===== config.mk =====
export PLATFORM = sky130hd
export DESIGN_NAME = ash_ram
export DESIGN_NICKNAME = d
export VERILOG_FILES = /design/src/rtl/assert_macros.svh /design/src/rtl/ash_ram.sv
export SDC_FILE = /design/constraint.sdc
export NUM_CORES = 1
export LEC_CHECK = 0
export ABC_CLOCK_PERIOD_IN_PS = 2100
export CORE_MARGIN = 2
export CORE_UTILIZATION = 60
export CTS_BUF_LIST = sky130_fd_sc_hd__clkbuf_4 sky130_fd_sc_hd__clkbuf_8 sky130_fd_sc_hd__clkbuf_16
export CTS_CLUSTER_DIAMETER = 60
export CTS_CLUSTER_SIZE = 30
export DETAILED_ROUTE_END_ITERATION = 7
export DONT_BUFFER_PORTS = 1
export PLACE_DENSITY = 0.76
export SYNTH_ARGS = -nofsm -noshare
export SYNTH_HDL_FRONTEND = slang
export SYNTH_SLANG_ARGS = --single-unit

===== constraint.sdc =====
create_clock -name clk -period 2.1 [get_ports clk]
set_input_delay 0.315 -clock clk [delete_from_list [all_inputs] [get_ports clk]]
set_output_delay 0.315 -clock clk [all_outputs]
set_load 0.02 [all_outputs]

===== src/rtl/assert_macros.svh =====
// Assertion macros shared by the RTL files that check their own logic.
// Depends on nothing; the including scope provides clk and rst_n.
`ifndef ASSERT_MACROS_SVH
`define ASSERT_MACROS_SVH

// Check a property on every clock edge outside reset.
`define ASH_ASSERT(lbl, prop, msg) \
  lbl: assert property (@(posedge clk) disable iff (!rst_n) (prop)) else $error(msg);

// Check a property on every clock edge, reset included.
`define ASH_ASSERT_ALWAYS(lbl, prop, msg) \
  lbl: assert property (@(posedge clk) (prop)) else $error(msg);

`endif


===== src/rtl/ash_ram.sv =====
// Generic single-write, single-read synchronous RAM with registered read data.
// No dependencies; the histogram instantiates it for both count stores.
`default_nettype none

module ash_ram #(
  parameter int DEPTH = 16,
  parameter int WIDTH = 8,
  parameter int AW    = $clog2(DEPTH)
) (
  input  wire logic             clk,
  input  wire logic             we,
  input  wire logic [AW-1:0]    waddr,
  input  wire logic [WIDTH-1:0] wdata,
  input  wire logic             re,
  input  wire logic [AW-1:0]    raddr,
  output logic      [WIDTH-1:0] rdata
);

  logic [WIDTH-1:0] mem [DEPTH];
  logic [WIDTH-1:0] rdata_r;

  // A read at the address being written returns the old data.
  always_ff @(posedge clk) begin
    if (we) begin
      mem[waddr] <= wdata;
    end
    if (re) begin
      rdata_r <= mem[raddr];
    end
  end

  assign rdata = rdata_r;

endmodule

`default_nettype wire


==> results of run 1 <==
-- routing by layer --
| layer | GRT usage [%] | vias up | share of wire (%) |
|---|---|---|---|
| met4 | 10.1 | 0 | 1.4 |
| li1 | - | 1050 | - |
| met2 | 34.3 | 138 | 49 |
| met3 | 6.69 | 12 | 7.2 |
| met1 | 35.1 | 1292 | 42 |
| met5 | 0 | - | 0 |
-- per-stage QoR --
| stage | util, % | setup slack, ns |
|---|---|---|
| finish | 70.9 | 0.521 |
| global placement | 63.0 | 0.552 |
| floorplan | - | 0.292 |
| detailed placement | 63.0 | 0.568 |
| CTS | 70.9 | 0.522 |
| global route | 70.9 | 0.456 |
-- area by class of cell --
type	count	share of cell area [%]
Clock buffer	17	6.80
Clock inverter	15	2.90
Multi-Input combinational cell	83	17.4
Sequential cell	136	67.0
Tap cell	108	2.22
Timing Repair Buffer	27	3.70
-- cell usage in the layout, fill, tap and decap left out, types with 2 or more instances in the layout --
master                            n
sky130_fd_sc_hd__clkinvlp_4       5
sky130_fd_sc_hd__inv_6            3
sky130_fd_sc_hd__buf_4           18
sky130_fd_sc_hd__nor2_1          13
sky130_fd_sc_hd__mux4_2          18
sky130_fd_sc_hd__a22oi_1         16
sky130_fd_sc_hd__bufinv_16        3
sky130_fd_sc_hd__nand3b_1         2
sky130_fd_sc_hd__mux4_1          14
sky130_fd_sc_hd__dlygate4sd3_1    9
sky130_fd_sc_hd__clkbuf_16       16
sky130_fd_sc_hd__nand2b_1         2
sky130_fd_sc_hd__clkinv_2         2
sky130_fd_sc_hd__nand2_1          9
sky130_fd_sc_hd__nor3_1           4
sky130_fd_sc_hd__edfxtp_1       136
-- registers in the layout (all words and copies together) (netlist names) --
signal,flops
mem,128
rdata,8
-- report_power, final --
| part | switching (mW) | internal (mW) |
|---|---|---|
| Combinational | 0.117 | 0.105 |
| Sequential | 0.0371 | 3.06 |
| Clock | 1.13 | 1.81 |
-- how the worst max path moves through the flow --
| stage | from | to |
|---|---|---|
| finish | mem[1][5] | rdata[5] |
| global route | mem[1][5] | rdata[5] |
| CTS | mem[1][5] | rdata[5] |
| detailed placement | raddr[0] | rdata[3] |
| global placement | raddr[0] | rdata[3] |
| floorplan | waddr[2] | mem[0][0] |
-- worst max-delay path, stage by stage, from the launching register on --
cell,delay [ns]
sky130_fd_sc_hd__edfxtp_1,0.38
sky130_fd_sc_hd__mux4_1,0.53
sky130_fd_sc_hd__a22oi_1,0.27
sky130_fd_sc_hd__nand2_1,0.13
-- kinds of logic (layout without fill, tap and decap cells) --
| family | after synthesis | count (layout) | synth area share (%) |
|---|---|---|---|
| flip-flops | 136 | 136 | 78.1 |
| AO/OA/AOI/OAI | 16 | 16 | 2.30 |
| AND/OR/NAND/NOR | 35 | 35 | 3.14 |
| multiplexers | 32 | 32 | 14.8 |
| buffers and inverters | 10 | 59 | 1.65 |
==> flow_metrics.env, run 1 <==
export IMPL_grt_setup_unrepaired="false"
export IMPL_worstHoldPathType="in2reg"
export IMPL_clkTransAtPathRegs_ns=0.06
export IMPL_timing_hold_worst_endpoint="rdata[3]"
export IMPL_power_density_nw_per_um2=1030
export IMPL_finalClockSkew_ns=0.00538
export IMPL_grt_start_max_net_pins=33
export IMPL_peakVddDrop_mv=0.692
export IMPL_first_global_vias=2546
export IMPL_post_cts_resize_count=0
export IMPL_worstReg2RegEnd="rdata[5]"
export IMPL_finish_net_count=284
export IMPL_r2r_start="mem[1][5]"
export IMPL_synth_top_area_cell="sky130_fd_sc_hd__edfxtp_1"
export IMPL_power_leakage_nw=2.01
export IMPL_stdcell_area_sq_um=6090
export IMPL_cts_root_buf="sky130_fd_sc_hd__clkbuf_8"
export IMPL_timing_hold_ws_ns=0.161
export IMPL_setup_viol_count_final=0
export IMPL_numCtsBuffers=17
export IMPL_run_status="finished, final reports clean"
export IMPL_total_number_of_clock_tree_sinks=136
export IMPL_worstSetupStartpointType="flip-flop"
export IMPL_htree_num_levels=4
export IMPL_period_share_pct=75.2
export IMPL_net_count_synth=248
export IMPL_portbufs=0
export IMPL_critical_path_arrival_ns=1.82
export IMPL_top_post_synthesis_cells_by_area="sky130_fd_sc_hd__edfxtp_1 78%, sky130_fd_sc_hd__mux4_2 7.8%, sky130_fd_sc_hd__mux4_1 7.0%"
export IMPL_initial_core_util_pct=60.8
export IMPL_area_growth_synth_to_finish_pct=16.5
export IMPL_transition_time_at_the_pin_with_the_least_slew_margin_ns=0.649
export IMPL_cp_end_kind="flip-flop"
export IMPL_hold_path_startpoint="raddr[1]"
export IMPL_synth_lib_cells_used_distinct=18
export IMPL_placement_cell_area_sq_um=5410
export IMPL_finalNonFillerCells=386
export IMPL_die_h_um=97.3
export IMPL_timing_final_crit_period_ns=1.58
export IMPL_dr_total_vias=2492
export IMPL_finalWeightedCongestion=0.745
export IMPL_synthArstFlopShare_pct=0
export IMPL_detailedRoute_firstIterationViolations=351
export IMPL_route_detailed_drc=0
export IMPL_synth_yosys_seq_area_share_pct=78.1
export IMPL_final_seq_area_sq_um=4080
export IMPL_die_area_sq_um=9480
export IMPL_syn_area_sq_um=5230
export IMPL_worst_hold_path_num_cells=3
export IMPL_crit_type="reg2reg"
export IMPL_reg2reg_depth=3
export IMPL_rows=34
export IMPL_cts_tree="yes"
export IMPL_report_power_total_mw=6.26
export IMPL_overflow=0
export IMPL_hold_buffers=9
export IMPL_core_area_sq_um=8590
export IMPL_antenna_left=0
export IMPL_post_syn_instances=229
export IMPL_synth_enable_flop_cells=136
export IMPL_first_pass_grt_wire_length_mm=15.8
export IMPL_crit_required_ns=2.34
export IMPL_totalNegativeSetupSlack_ns=0
export IMPL_final_hold_viol_count=0
export IMPL_slew_headroom_pct=56.6
export IMPL_synth_top_flop_cell="sky130_fd_sc_hd__edfxtp_1"
export IMPL_viasPerCell=6.46
export IMPL_drt_first_pass_iters=6
export IMPL_fillers=497
export IMPL_place_inst=345
export IMPL_netlist_area_leader_share_pct=78.1
export IMPL_top_level_ports=27
export IMPL_insertedDiodeCount=0
export IMPL_maxCapViolations=0
export IMPL_max_fo_critical_path=1
export IMPL_post_route_cells_drive_above_1_share_pct=24.5
export IMPL_cts_post_setup_buffers_inserted=0
export IMPL_synthMostInstantiatedCell="sky130_fd_sc_hd__edfxtp_1"
export IMPL_finalWirelength_mm=10.5
export IMPL_reg2reg_slack_ns=0.52
export IMPL_worst_skew_pair_late_latency_ns=0.51
export IMPL_antenna_violations_before_repair=0
export IMPL_synth_warning_count=0
export IMPL_multi_input_comb_area_sq_um=1060
export IMPL_achievable_frequency_mhz=633
export IMPL_cts_root_to_sink_buffers=2
export IMPL_synth_seq_cells=136
export IMPL_chipWidth_um=97.3
export IMPL_post_drt_wl_per_cell_um=27.1
export IMPL_timing_final_max_slew_violations=0
export IMPL_global_route_total_usage_across_every_layer_pct=23.8
export IMPL_synth_top_cells_by_count="136 x sky130_fd_sc_hd__edfxtp_1, 18 x sky130_fd_sc_hd__mux4_2, 16 x sky130_fd_sc_hd__a22oi_1"
export IMPL_synthesis_area_per_instance_sq_um=22.8
export IMPL_place_detailed_hpwl_mm=5.70
(Power assumes the default switching activity.)
==> inputs of run 2 (changes only) <==
--- a/config.mk
+++ b/config.mk
@@ -5,15 +5,15 @@
 export SDC_FILE = /design/constraint.sdc
 export NUM_CORES = 1
 export LEC_CHECK = 0
-export ABC_CLOCK_PERIOD_IN_PS = 2100
+export ABC_CLOCK_PERIOD_IN_PS = 1350
 export CORE_MARGIN = 2
-export CORE_UTILIZATION = 60
+export CORE_UTILIZATION = 56
 export CTS_BUF_LIST = sky130_fd_sc_hd__clkbuf_4 sky130_fd_sc_hd__clkbuf_8 sky130_fd_sc_hd__clkbuf_16
 export CTS_CLUSTER_DIAMETER = 60
 export CTS_CLUSTER_SIZE = 30
 export DETAILED_ROUTE_END_ITERATION = 7
 export DONT_BUFFER_PORTS = 1
-export PLACE_DENSITY = 0.76
+export PLACE_DENSITY = 0.74
 export SYNTH_ARGS = -nofsm -noshare
 export SYNTH_HDL_FRONTEND = slang
 export SYNTH_SLANG_ARGS = --single-unit
==> constraint.sdc (replaced) <==
create_clock -name clk -period 1.35 [get_ports clk]
set_input_delay 0.2025 -clock clk [delete_from_list [all_inputs] [get_ports clk]]
set_output_delay 0.2025 -clock clk [all_outputs]
set_load 0.02 [all_outputs]
==> flow_metrics.env, run 2 (synthesized netlist as in run 1, its figures left out) <==
export IMPL_viasPerCell=6.18
export IMPL_placement_setup_worst_slack_ns=-0.109
export IMPL_worstSetupPathDepth=3
export IMPL_post_drt_wl_per_cell_um=25.3
export IMPL_crit_type="reg2reg"
export IMPL_crit_path_top_delay_cell="sky130_fd_sc_hd__mux4_2"
export IMPL_worst_path_max_stage_delay_ns=0.50
export IMPL_first_pass_grt_wire_length_mm=14.7
export IMPL_max_fo_critical_path=1
export IMPL_chipWidth_um=101
export IMPL_transition_time_at_the_pin_with_the_least_slew_margin_ns=0.953
export IMPL_clkTransAtPathRegs_ns=0.06
export IMPL_rows=35
export IMPL_route_detailed_drc=0
export IMPL_reg2reg_slack_ns=-0.07
export IMPL_cpLargestDelayFamily="multiplexers"
export IMPL_post_route_cells_drive_above_1_share_pct=33.0
export IMPL_achievable_frequency_mhz=703
export IMPL_worstHoldPathType="in2reg"
export IMPL_hold_path_startpoint="waddr[1]"
export IMPL_layout_common_cells="136 x sky130_fd_sc_hd__edfxtp_1, 32 x sky130_fd_sc_hd__mux4_2, 16 x sky130_fd_sc_hd__clkbuf_16, 16 x sky130_fd_sc_hd__buf_4, 13 x sky130_fd_sc_hd__nor2_1"
export IMPL_timing_hold_ws_ns=0.0581
export IMPL_total_number_of_clock_tree_sinks=136
export IMPL_maxCapViolations=0
export IMPL_max_flop_register="mem"
export IMPL_first_global_vias=2488
export IMPL_drt_first_pass_iters=4
export IMPL_timing_critical_path_cells="mux4_2, a22oi_2, nand2_1"
export IMPL_peakVddDrop_mv=0.973
export IMPL_cts_tree="yes"
export IMPL_largest_reg_flops=128
export IMPL_critical_path_arrival_ns=1.68
export IMPL_antenna_left=0
export IMPL_finish_net_count=282
export IMPL_worst_skew_pair_late_latency_ns=0.52
export IMPL_cts_post_setup_buffers_inserted=0
export IMPL_finalWirelength_mm=9.81
export IMPL_timing_final_ws_setup_ns=-0.0728
export IMPL_setup_viol_count_final=7
export IMPL_startpoint="mem[11][3]"
export IMPL_timing_final_max_slew_violations=0
export IMPL_overflow=0
export IMPL_power_density_nw_per_um2=1660
export IMPL_place_detailed_hpwl_mm=5.60
export IMPL_totalNegativeSetupSlack_ns=-0.291
export IMPL_r2r_start="mem[11][3]"
export IMPL_fin_util_pct=67.2
export IMPL_cts_root_buf="sky130_fd_sc_hd__clkbuf_8"
export IMPL_dr_total_vias=2392
export IMPL_power_leakage_nw=1.99
export IMPL_reg2reg_depth=3
export IMPL_portbufs=0
export IMPL_crit_required_ns=1.60
export IMPL_insertedDiodeCount=0
export IMPL_core_area_sq_um=9150
export IMPL_die_h_um=101
export IMPL_cp_end_kind="flip-flop"
export IMPL_antenna_violations_before_repair=0
export IMPL_numCtsBuffers=17
export IMPL_final_hold_viol_count=0
export IMPL_grt_start_max_net_pins=33
export IMPL_finalNonFillerCells=387
export IMPL_global_route_total_usage_across_every_layer_pct=21.4
export IMPL_run_status="finished, violations left"
export IMPL_mostFrequentLayoutCell="sky130_fd_sc_hd__edfxtp_1"
export IMPL_critical_path_n_buffers_inverters=0
export IMPL_place_inst=346
export IMPL_worstReg2RegEnd="rdata[3]"
export IMPL_initial_core_util_pct=57.1
export IMPL_slew_headroom_pct=36.4
export IMPL_worstSetupEndpoint="rdata[3]"
export IMPL_htree_num_levels=4
export IMPL_grt_setup_unrepaired="true"
export IMPL_period_share_pct=105
export IMPL_cts_root_to_sink_buffers=2
export IMPL_finalWeightedCongestion=0.778
export IMPL_finalClockSkew_ns=0.0154
export IMPL_detailedRoute_firstIterationViolations=178
export IMPL_die_area_sq_um=10100
export IMPL_worstSetupStartpointType="flip-flop"
export IMPL_violations="setup timing"
export IMPL_top_level_ports=27
export IMPL_timing_final_crit_period_ns=1.42
export IMPL_area_growth_synth_to_finish_pct=17.6
[run 2: cell type report]
cell class	instances	area (sq um)
sequential	136	4080
fill	540	3000
multi-input combinational	83	1060
clock buffer	19	429
clock inverter	13	226
timing repair buffer	25	210
tap	111	139
[run 2: repair_timing]
item,CTS,global route
hold endpoints to repair,136,0
pin swaps,3,4
setup endpoints to repair,8,8
hold buffers,9,0
gates resized for setup,7,2
[run 2: report_power, final]
part	internal (mW)	switching (mW)	total (mW)
combinational	0.173	0.181	0.354
sequential	4.76	0.0560	4.82
clock	3.40	1.66	5.06
[run 2: stage by stage]
step	cell area [sq um]	power, mW
finish	6150	10.2
global route	6150	10.5
CTS	6140	10.3
detailed placement	5370	5.16
global placement	5370	5.16
floorplan	5230	5.15
[run 2: worst reg2reg max path, stage by stage, from the launching register on]
cell and delay, ns:
sky130_fd_sc_hd__edfxtp_1 0.38, sky130_fd_sc_hd__mux4_2 0.50, sky130_fd_sc_hd__a22oi_2 0.18, sky130_fd_sc_hd__nand2_1 0.11
[run 2: per-layer routing]
| metal | GRT usage (%) | up-vias | wire length [um] |
|---|---|---|---|
| met1 | 29.1 | 1257 | 4200 |
| met2 | 32.9 | 90 | 4850 |
| li1 | - | 1038 | - |
| met5 | 0 | - | 0 |
| met4 | 8.85 | 0 | 112 |
| met3 | 6.10 | 7 | 646 |
[run 2: worst min-delay path by stage]
stage / end / slack, ns / cells past startpoint
2_1_floorplan: mem[0][0] / 0.30 / 0
3_3_place_gp: mem[4][0] / 0.30 / 0
3_5_place_dp: mem[15][2] / 0.30 / 0
4_1_cts: mem[4][3] / 0.04 / 2
5_1_grt: mem[4][3] / 0.05 / 2
6_report: mem[4][3] / 0.06 / 2
