<file path="src/rtl/assert_macros.svh">
// Assertion macros shared by the RTL files that check their own logic.
// Depends on nothing; the including scope provides clk and rst_n.
`ifndef ASSERT_MACROS_SVH
`define ASSERT_MACROS_SVH

// Check a property on every clock edge outside reset.
`define ASH_ASSERT(lbl, prop, msg) \
  lbl: assert property (@(posedge clk) disable iff (!rst_n) (prop)) else $error(msg);

// Check a property on every clock edge, reset included.
`define ASH_ASSERT_ALWAYS(lbl, prop, msg) \
  lbl: assert property (@(posedge clk) (prop)) else $error(msg);

`endif

</file>
<file path="src/rtl/ash_pkg.sv">
// Shared constants, types and helpers of the allocation size histogram.
// No dependencies; imported by ash_bucket, the histogram top and the testbench.
`default_nettype none

package ash_pkg;

  // Histogram geometry. Both grains are powers of two.
  localparam int MAX_SIZE     = 65536;
  localparam int SPLIT_SIZE   = 256;
  localparam int COARSE_GRAIN = 16;
  localparam int FINE_GRAIN   = 4;
  localparam int COUNT_WIDTH  = 32;

  localparam int FINE_OFFSET = (SPLIT_SIZE / FINE_GRAIN) - (SPLIT_SIZE / COARSE_GRAIN);
  localparam int MAX_INDEX   = (MAX_SIZE / COARSE_GRAIN) + FINE_OFFSET;
  localparam int BUCKETS     = MAX_INDEX + 1;
  localparam int IDX_W       = $clog2(BUCKETS);
  localparam int SIZE_W      = 32;
  localparam int OUT_CNT_W   = 32;
  localparam int FINE_SH     = $clog2(FINE_GRAIN);
  localparam int COARSE_SH   = $clog2(COARSE_GRAIN);

  localparam logic [1:0] OP_RECORD   = 2'd0;
  localparam logic [1:0] OP_QUERY    = 2'd1;
  localparam logic [1:0] OP_SNAPSHOT = 2'd2;

  typedef logic [IDX_W-1:0]       idx_t;
  typedef logic [COUNT_WIDTH-1:0] cnt_t;

  localparam cnt_t COUNT_MAX = {COUNT_WIDTH{1'b1}};

  // Low bits of a counter as seen on the result channel.
  function automatic logic [OUT_CNT_W-1:0] cnt_to_out(input cnt_t v);
    logic [COUNT_WIDTH+OUT_CNT_W-1:0] ext;
    ext = {{OUT_CNT_W{1'b0}}, v};
    return ext[OUT_CNT_W-1:0];
  endfunction

endpackage

`default_nettype wire

</file>
<file path="src/rtl/ash_bucket.sv">
// Maps a byte size to its two-resolution histogram bucket.
// Depends on ash_pkg for the geometry constants.
`default_nettype none

module ash_bucket import ash_pkg::*; (
  input  wire logic [SIZE_W-1:0] size,
  output idx_t                   bkt
);

  localparam int SW = $clog2(MAX_SIZE) + 1;
  localparam int XW = SW + 2;
  localparam logic signed [XW-1:0] OFFSET_S = XW'(FINE_OFFSET);
  localparam logic signed [XW-1:0] MAXI_S   = XW'(MAX_INDEX);

  logic [SW-1:0]          lo;
  logic [SW-1:0]          fine_q;
  logic [SW-1:0]          coarse_q;
  logic signed [XW-1:0]   idx_s;
  logic                   big;
  logic                   fine;

  always_comb begin
    big      = size >= SIZE_W'(MAX_SIZE);
    fine     = size <= SIZE_W'(SPLIT_SIZE);
    lo       = {1'b0, size[SW-2:0]};
    fine_q   = (lo + SW'(FINE_GRAIN - 1)) >> FINE_SH;
    coarse_q = (lo + SW'(COARSE_GRAIN - 1)) >> COARSE_SH;
    if (fine) begin
      idx_s = $signed({2'b00, fine_q});
    end else begin
      idx_s = $signed({2'b00, coarse_q}) + OFFSET_S;
    end
    // Clamp into the bucket range; oversize goes to the top bucket.
    if (big || idx_s > MAXI_S) begin
      idx_s = MAXI_S;
    end else if (idx_s < 0) begin
      idx_s = '0;
    end
    bkt = idx_s[IDX_W-1:0];
  end

endmodule

`default_nettype wire

</file>
<file path="config.mk">
export PLATFORM = sky130hd
export DESIGN_NAME = ash_bucket
export DESIGN_NICKNAME = d
export VERILOG_FILES = /design/src/rtl/assert_macros.svh /design/src/rtl/ash_pkg.sv /design/src/rtl/ash_bucket.sv
export SDC_FILE = /design/constraint.sdc
export NUM_CORES = 1
export LEC_CHECK = 0
export BUFFER_PORTS_ARGS = -buffer_cell sky130_fd_sc_hd__buf_2
export CAP_MARGIN = 20
export CORE_UTILIZATION = 48
export DETAILED_ROUTE_END_ITERATION = 7
export PLACE_DENSITY = 0.83
export SLEW_MARGIN = 20
export SYNTH_ARGS = -nofsm -noshare
export SYNTH_HDL_FRONTEND = slang
export SYNTH_SLANG_ARGS = --single-unit
</file>
<file path="constraint.sdc">
create_clock -name vclk -period 3.6
set_input_delay 0.36 -clock vclk [all_inputs]
set_output_delay 0.36 -clock vclk [all_outputs]
set_load 0.01 [all_outputs]
</file>
==> impl_metrics.json, run 1 <==
{
  "final.clkbuf_count": 0,
  "grt_pass1_wl_um": 3698,
  "seq_power_share_pct": 0,
  "syn-num-nets": 156,
  "synth.yosys.seq_area_share_pct": 0,
  "globalRouteOverflowTotal": 0,
  "timing.final.crit_period_ns": 3.366,
  "num_vias": 1069,
  "detailed_placer_s_ending_hpwl_um": 1858,
  "power.share.switching_pct": 55.49,
  "finalSetupViolCount": 0,
  "worstSetupStartpoint": "size[1]",
  "die_height_um": 43.64,
  "slew_viol_final": 0,
  "finalCritPeriodShare_pct": 93.50,
  "port-buffer-count": 45,
  "vias_in_the_first_global_route": 888,
  "post_synth_instance_area_um2": 832.0,
  "timing_worst_slew_pin_value_ns": 0.4182,
  "fillers": 151,
  "worstSetupPathType": "in2out",
  "postSynthCellCount": 123,
  "crit_path_max_fanout": 6,
  "grt_use_total_pct": 23.87,
  "power_frac_clock_pct": 0,
  "n_sequential_cell": 0,
  "timing.hold.worst_path_depth": 4,
  "fmaxAchievable_mhz": 297.1,
  "ant_nets": 0,
  "timing.final.ws_setup_ns": 0.2340,
  "yosysTopAreaCellShare_pct": 8.120,
  "post_drt_via_cell_ratio": 6.179,
  "grt_start_max_net_pins": 14,
  "post_synth_mux_area_share_pct": 4.060,
  "synthAdderAreaFrac_pct": 1.504,
  "synth.yosys.warnings": 0,
  "antenna_cells_inserted": 0,
  "layout.area.seq_um2": 0,
  "layout-drive-gt1-share_pct": 36.94,
  "core_area_um2": 1559,
  "gp_congestion": 0.8713,
  "failed_checks": "DRC",
  "drt-pass1-iter-count": 6,
  "finalHoldViolCount": 0,
  "power.net_switching_uw": 46.76,
  "worstSetupEndpointType": "output pin",
  "synth-compound-area-share_pct": 28.87,
  "fp.dieArea_um2": 1904,
  "start_util_pct": 53.37,
  "drt-total-wl_um": 2339,
  "wl_per_cell_um": 13.52,
  "nNetsFinal": 192,
  "static-leakage-power_nw": 0.4382,
  "simple_gate_share_of_the_synthesized_area_pct": 41.95,
  "synthDistinctLibCells": 49,
  "power.internal_uw": 37.50,
  "placement_rows": 14,
  "sort_of_element_at_the_start_of_the_critical_path": "input pin",
  "synth_xor_xnor_area_share_pct": 13.68,
  "initialDrtViolationCount": 25,
  "grt_antenna_before_repair": 0,
  "timing.hold.worst.class": "in2out",
  "cts.repair_timing.setup_buffer_count": 0,
  "pre_cts_setup_slack_ns": 0.2446,
  "timing.critical_path.required_ns": 3.24,
  "netlist_top_cells_area": "nor2_1, xnor2_1, xor2_1",
  "power.density_nw_per_um2": 82.73,
  "worst_hold_startpoint": "size[13]",
  "area.growth.synth_to_final_pct": 22.41,
  "fin_tns_setup_ns": 0,
  "post_synth.cell_area_avg_um2": 6.765,
  "ir_worst_vdd_mv": 0.05555,
  "die-width_um": 43.64,
  "run_status": "complete, but fails checks",
  "post-synth-top-area-cell": "nor2_1",
  "power.combinational.fraction_pct": 100.0,
  "floorplan.io_pins": 45,
  "count_of_max_cap_constraint_violations": 0,
  "combinational_family_with_the_most_area_after_synthesis": "simple AND/OR/NAND/NOR gates",
  "crit_arrival_ns": 3.01,
  "drc": 3,
  "timing.slew.headroom_pct": 71.83
}
critical path: stages:
cell	delay [ns]
buf_2	0.13
nor4_4	0.43
nor2_1	0.16
xnor2_1	0.18
ha_1	0.20
nor2b_1	0.30
nor2_1	0.09
xor2_1	0.21
a21boi_2	0.23
o211ai_1	0.18
a221oi_1	0.35
buf_2	0.19
placed cells by master, fill, tap and decap left out, types with 2 or more instances in the layout:
cell type | synthesis | final
nor3_1 | 2 | 2
or3_1 | 2 | 2
a21oi_1 | 3 | 3
o2111a_1 | 2 | 2
o21ai_0 | 4 | 4
xor2_1 | 6 | 6
a22o_1 | 2 | 2
nor2_1 | 18 | 18
nand2b_1 | 2 | 2
xnor2_1 | 7 | 7
or4_4 | 2 | 2
o21ai_1 | 2 | 2
nand2_1 | 9 | 9
nor2b_1 | 3 | 2
nor4_1 | 6 | 5
a221oi_1 | 3 | 3
nand3_1 | 4 | 4
inv_1 | 3 | 3
nand4_1 | 4 | 4
a211oi_1 | 2 | 2
o211ai_1 | 2 | 2
and2_1 | 2 | 2
buf_2 | 2 | 45
layout make-up:
| type | instances | area, µm² | area share [%] |
|---|---|---|---|
| Timing Repair Buffer | 45 | 225.2 | 22.11 |
| Tap cell | 16 | 20.02 | 1.966 |
| Inverter | 3 | 11.26 | 1.106 |
| Multi-Input combinational cell | 109 | 762.0 | 74.82 |
Yosys cell counts, drive strengths merged (3+ instances only):
cell type	number
a21oi	3
a221oi	4
buf	6
clkbuf	4
inv	3
nand2	9
nand3	5
nand4	4
nor2	18
nor2b	3
nor4	7
o21ai	7
xnor2	7
xor2	6
logic make-up (layout without fill, tap and decap cells):
| family | after synthesis | in the layout |
|---|---|---|
| xor+xnor | 13 | 13 |
| buf+inv | 14 | 48 |
| compound gates | 31 | 31 |
| simple gates | 62 | 62 |
| fa+ha+maj | 1 | 1 |
| mux | 2 | 2 |
power groups by stage:
stage	Clock, mW	Combinational, mW	Sequential [mW]
floorplan	0	0.0557	0
global placement	0	0.0788	0
detailed placement	0	0.0809	0
CTS	0	0.0812	0
global route	0	0.0935	0
finish	0	0.0843	0
metal layers:
metal | track usage, % | wire length (µm) | share of wire (%) | up-vias
met1 | 31.58 | 955 | 41 | 491
met4 | 0.6250 | 15 | 0.64 | 0
met3 | 0 | 127 | 5.4 | 2
met2 | 45.37 | 1240 | 53 | 40
met5 | 0 | 0 | 0 | -
li1 | - | - | - | 536
per-stage QoR:
| step | instances | utilization [%] | area, µm² | total power [mW] | hold WS (ns) |
|---|---|---|---|---|---|
| floorplan | 123 | - | 832.0 | 0.05571 | 0.8882 |
| global placement | 173 | 64.53 | 1006 | 0.07880 | 1.109 |
| detailed placement | 173 | 64.53 | 1006 | 0.08089 | 1.124 |
| CTS | 173 | 64.53 | 1006 | 0.08118 | 1.124 |
| global route | 173 | 65.33 | 1018 | 0.09348 | 1.177 |
| finish | 173 | 65.33 | 1018 | 0.08426 | 1.130 |
final timing paths:
kind | end | slack, ns
worst max-delay path | bkt[0] | 0.23
worst min-delay path | bkt[9] | 1.13
what timing repair did:
action	CTS	global route
setup endpoints to repair	0	3
hold buffers	0	0
resized for setup	0	3
(Power assumes the default switching activity.)
==> run 2: changes to the inputs <==
--- a/config.mk
+++ b/config.mk
@@ -5,11 +5,13 @@
 export SDC_FILE = /design/constraint.sdc
 export NUM_CORES = 1
 export LEC_CHECK = 0
+export ABC_AREA = 1
 export BUFFER_PORTS_ARGS = -buffer_cell sky130_fd_sc_hd__buf_2
 export CAP_MARGIN = 20
-export CORE_UTILIZATION = 48
+export CORE_ASPECT_RATIO = 1.5
+export CORE_UTILIZATION = 50
 export DETAILED_ROUTE_END_ITERATION = 7
-export PLACE_DENSITY = 0.83
+export PLACE_DENSITY = 0.82
 export SLEW_MARGIN = 20
 export SYNTH_ARGS = -nofsm -noshare
 export SYNTH_HDL_FRONTEND = slang
==> impl_metrics.json, run 2 <==
{
  "port-buffer-count": 45,
  "cts.repair.resized": 0,
  "ant_nets": 0,
  "ir_worst_vdd_mv": 0.04718,
  "floorplan.io_pins": 45,
  "final.clkbuf_count": 0,
  "place.detailed.instances": 290,
  "worstSetupEndpointType": "output pin",
  "crit_arrival_ns": 2.36,
  "timing_worst_slew_pin_value_ns": 0.3052,
  "stdcell_area_um2": 1251,
  "die-width_um": 38.51,
  "finalHoldViolCount": 0,
  "start_util_pct": 53.91,
  "fin_tns_setup_ns": 0,
  "timing.critical_path.required_ns": 3.24,
  "timing.slew.headroom_pct": 79.44,
  "layout.area.seq_um2": 0,
  "slew_viol_final": 0,
  "layout_commonest_cell": "nand2_1",
  "synth.yosys.warnings": 0,
  "dpl-instance-area_um2": 1251,
  "drc": 0,
  "yosysTopAreaCellShare_pct": 33.42,
  "cts.repair_timing.setup_buffer_count": 0,
  "fillers": 205,
  "power.density_nw_per_um2": 79.82,
  "synth.yosys.seq_area_share_pct": 0,
  "timing.hold.worst.class": "in2out",
  "nNetsFinal": 304,
  "fp.dieArea_um2": 2186,
  "globalRouteOverflowTotal": 0,
  "count_of_max_cap_constraint_violations": 0,
  "worstSetupPathType": "in2out",
  "gp_congestion": 0.8572,
  "antenna_cells_inserted": 0,
  "core_area_um2": 1854,
  "stdcell_count": 290,
  "post-synth-top-count-cell": "nand2_1",
  "post_synth.cell_area_avg_um2": 4.463,
  "layout_common_cells": "nand2_1, buf_2, nor2_1, inv_1, nand3_1",
  "post_synth_instance_area_um2": 999.7,
  "post_cts_hold_buffer_count": 0,
  "sort_of_element_at_the_start_of_the_critical_path": "input pin",
  "wl_per_cell_um": 8.479,
  "timing.hold.worst_path_depth": 8,
  "post_drt_via_cell_ratio": 4.855,
  "finalSetupViolCount": 0,
  "num_vias": 1408,
  "grt_pass1_wl_um": 4388,
  "finish.utilization_pct": 67.48,
  "postSynthCellCount": 224,
  "post-synth-top-area-cell": "nand2_1",
  "netlist_top_cells_area": "nand2_1, nor2_1, inv_1",
  "n_sequential_cell": 0,
  "placement_rows": 19,
  "initialDrtViolationCount": 26,
  "rsz0062_at_grt": "no",
  "crit_path_max_fanout": 10,
  "hold_slack_ns": 1.274,
  "syn-num-nets": 257,
  "die_height_um": 56.77,
  "area.growth.synth_to_final_pct": 25.16,
  "detailed_placer_s_ending_hpwl_um": 2205,
  "synthDistinctLibCells": 20,
  "vias_in_the_first_global_route": 1145,
  "finalCritPeriodShare_pct": 75.53,
  "fmaxAchievable_mhz": 367.8,
  "timing.final.crit_period_ns": 2.719,
  "worstHoldEndpoint": "bkt[4]",
  "most_frequent_cells_after_synthesis": "nand2_1, nor2_1, inv_1",
  "grt_antenna_before_repair": 0,
  "layout-drive-gt1-share_pct": 24.54,
  "grt_start_max_net_pins": 11,
  "worst_hold_startpoint": "size[31]",
  "grt_use_total_pct": 25.23,
  "drt-total-wl_um": 2459,
  "static-leakage-power_nw": 0.7430,
  "run_status": "complete, no violations",
  "drt-pass1-iter-count": 4
}
-- run 2: cell count changes after synthesis, sizes merged, moves of 6 or more --
cell / before / now
nand2: 9 / 93
nor2: 18 / 53
inv: 3 / 32
nand3: 5 / 18
nor4: 7 / 0
buf: 6 / 0
xnor2: 7 / 1
-- run 2: final cells by class --
type / count / area, µm² / share of cell area (%)
inverters: 33 / 123.9 / 9.900
multi-input cells: 191 / 875.8 / 70.00
repair buffers: 45 / 225.2 / 18.00
well taps: 21 / 26.28 / 2.100
-- run 2: worst max path at each step --
stage,startpoint,cells after the start,endpoint
6_report,size[2],15,bkt[3]
5_1_grt,size[6],16,bkt[0]
4_1_cts,size[2],15,bkt[3]
3_5_place_dp,size[2],15,bkt[3]
3_3_place_gp,size[2],15,bkt[3]
2_1_floorplan,size[2],13,bkt[0]
-- run 2: worst max-delay path: stages --
cell and delay [ns]:
buf_2 0.12, nor2_1 0.16, nand2_2 0.16, nand3_1 0.15, nand2_1 0.09, ha_1 0.21, nand3b_1 0.19, nor2_1 0.18
a21oi_1 0.12, nor2_1 0.11, nand2_1 0.07, nand2_2 0.10, nand2_4 0.11, nor2_2 0.09, buf_2 0.13
-- run 2: logic make-up after synthesis --
family	Yosys count	synth area share, %
adder cells (fa/ha/maj)	1	1.251
XOR/XNOR	8	7.009
AO/OA/AOI/OAI	13	6.507
buffers and inverters	33	12.39
AND/OR/NAND/NOR	169	72.84
-- run 2: metal layers --
layer,wire length [µm],vias to the layer above,GRT usage [%],part of all wire [%]
met1,1074,588,33.41,44
li1,-,775,-,-
met5,0,-,0,0
met3,125,0,0,5.1
met4,0,0,0,0
met2,1260,45,46.43,51
-- run 2: metrics by stage --
| stage | total power, mW | setup WS (ns) |
|---|---|---|
| 4_1_cts | 0.09995 | 0.8678 |
| 3_3_place_gp | 0.09874 | 0.9267 |
| 6_report | 0.09986 | 0.8809 |
| 2_1_floorplan | 0.06443 | 1.260 |
| 3_5_place_dp | 0.09970 | 0.8617 |
| 5_1_grt | 0.1158 | 0.5431 |
-- run 2: where the power goes --
part           internal (mW)  switching, mW  total (mW)
clock network              0              0           0
registers                  0              0           0
logic                 0.0383         0.0616      0.0999
total                 0.0383         0.0616      0.0999
==> run 3: changes to the inputs <==
==> constraint.sdc (replaced) <==
create_clock -name vclk -period 2.55
set_input_delay 0.255 -clock vclk [all_inputs]
set_output_delay 0.255 -clock vclk [all_outputs]
set_load 0.01 [all_outputs]
==> impl_metrics.json, run 3 (synthesis results as in run 2) <==
{
  "rsz0062_at_grt": "yes",
  "power.density_nw_per_um2": 124.6,
  "fmaxAchievable_mhz": 397.7,
  "worstSetupPathType": "in2out",
  "gp_congestion": 0.8635,
  "fillers": 147,
  "worstSetupEndpointType": "output pin",
  "timing.critical_path.required_ns": 2.30,
  "timing.final.ws_setup_ns": 0.03581,
  "critPathSlowestCell": "nand3b_1",
  "fp.dieArea_um2": 2186,
  "grt_start_max_net_pins": 11,
  "initialDrtViolationCount": 100,
  "core_area_um2": 1854,
  "ir_worst_vdd_mv": 0.1136,
  "finalHoldViolCount": 0,
  "stdcell_count": 301,
  "worstSetupStartpoint": "size[7]",
  "timing.hold.worst.class": "in2out",
  "drc": 0,
  "pre_cts_setup_slack_ns": 0.05907,
  "count_of_max_cap_constraint_violations": 0,
  "sort_of_element_at_the_start_of_the_critical_path": "input pin",
  "grt_antenna_before_repair": 0,
  "crit_path_max_fanout": 5,
  "area.growth.synth_to_final_pct": 51.44,
  "finalCritPeriodShare_pct": 98.60,
  "place.detailed.instances": 292,
  "finalSetupViolCount": 0,
  "port-buffer-count": 45,
  "grt_use_total_pct": 25.08,
  "globalRouteOverflowTotal": 0,
  "start_util_pct": 53.91,
  "timing_worst_slew_pin_value_ns": 0.3180,
  "critPathMaxStageDelay_ns": 0.23,
  "nNetsFinal": 315,
  "timing.slew.headroom_pct": 78.72,
  "crit_arrival_ns": 2.26,
  "ant_nets": 0,
  "layout.area.seq_um2": 0,
  "placement_rows": 19,
  "die-width_um": 38.51,
  "timing.final.crit_period_ns": 2.514,
  "critPathTopFamily": "simple AND/OR/NAND/NOR gates",
  "post_drt_via_cell_ratio": 5.395,
  "layout_commonest_cell": "nand2_1",
  "layout-drive-gt1-share_pct": 33.93,
  "drt-pass1-iter-count": 4,
  "worst_hold_startpoint": "size[14]",
  "grt_pass1_wl_um": 4374,
  "post_cts_hold_buffer_count": 0,
  "detailed_placer_s_ending_hpwl_um": 2274,
  "timing.critical_path.cells": "buf_6 > nand2_4 > nor2_4 > nand3_4 > nand2_4 > nand2_4 > ha_4 > nand3b_1 > nand3_2 > nand2_2 > nor2_2 > nand2_1 > nor2_1 > nand2_1 > nand2_2 > nand2_4 > nor2_2 > buf_2",
  "die_height_um": 56.77,
  "most_frequent_cell_on_the_critical_path": "nand2_4",
  "static-leakage-power_nw": 0.8405,
  "n_sequential_cell": 0,
  "slew_viol_final": 0,
  "drt-total-wl_um": 3791,
  "final.clkbuf_count": 0,
  "wl_per_cell_um": 12.59,
  "antenna_cells_inserted": 0,
  "run_status": "complete, no violations",
  "critical_path_buf_inv_count": 2,
  "num_vias": 1624,
  "layout_common_cells": "nand2_1, buf_2, nor2_1, inv_1, nand3_1",
  "vias_in_the_first_global_route": 1228,
  "floorplan.io_pins": 45
}
-- run 3: cell count changes in the layout (fill, tap and decap cells not counted), moves of 6 or more --
cell	change
buf_2	-8
nand2_4	+8
nor2_1	-6
buf_4	+11
nand2_1	-8
buf_6	+7
-- run 3: final cells by class --
class                           instances  area, µm²  area share, %
Inverter                               33      126.4          8.347
Tap cell                               21      26.28          1.736
Multi-Input combinational cell        192       1015          67.02
Timing Repair Buffer                   55      346.6          22.89
-- run 3: timing repair --
item | in CTS | in global routing
gates resized for setup | 0 | 50
setup endpoints to repair | 0 | 11
buffers inserted | 0 | 8
-- run 3: path summary, 6_finish.rpt --
check,endpoint,slack (ns),depth (start not counted)
max,bkt[9],0.04,18
min,bkt[10],1.12,6
-- run 3: through the flow --
| step | area [µm²] | hold slack (ns) | setup TNS [ns] | util (%) | total power [mW] |
|---|---|---|---|---|---|
| final | 1514 | 1.116 | 0 | 81.65 | 0.1886 |
| after global routing | 1514 | 1.160 | -1.150 | 81.65 | 0.2067 |
| after CTS | 1266 | 1.083 | 0 | 68.29 | 0.1419 |
| after detailed placement | 1266 | 1.083 | 0 | 68.29 | 0.1416 |
| after global placement | 1266 | 1.081 | 0 | 68.29 | 0.1398 |
| after floorplan | 999.7 | 0.7861 | 0 | - | 0.09097 |
-- run 3: report_power, final --
group          internal (mW)  switching, mW
sequential                 0              0
clock                      0              0
combinational         0.0751          0.114
total                 0.0751          0.114
-- run 3: layer usage --
| metal | global-route usage, % | share of wire, % | wire, µm |
|---|---|---|---|
| met1 | 28.13 | 35 | 1340 |
| met2 | 50.95 | 52 | 1975 |
| met3 | 0 | 8.7 | 331 |
| met4 | 0.4926 | 3.8 | 143 |
| met5 | 0 | 0 | 0 |
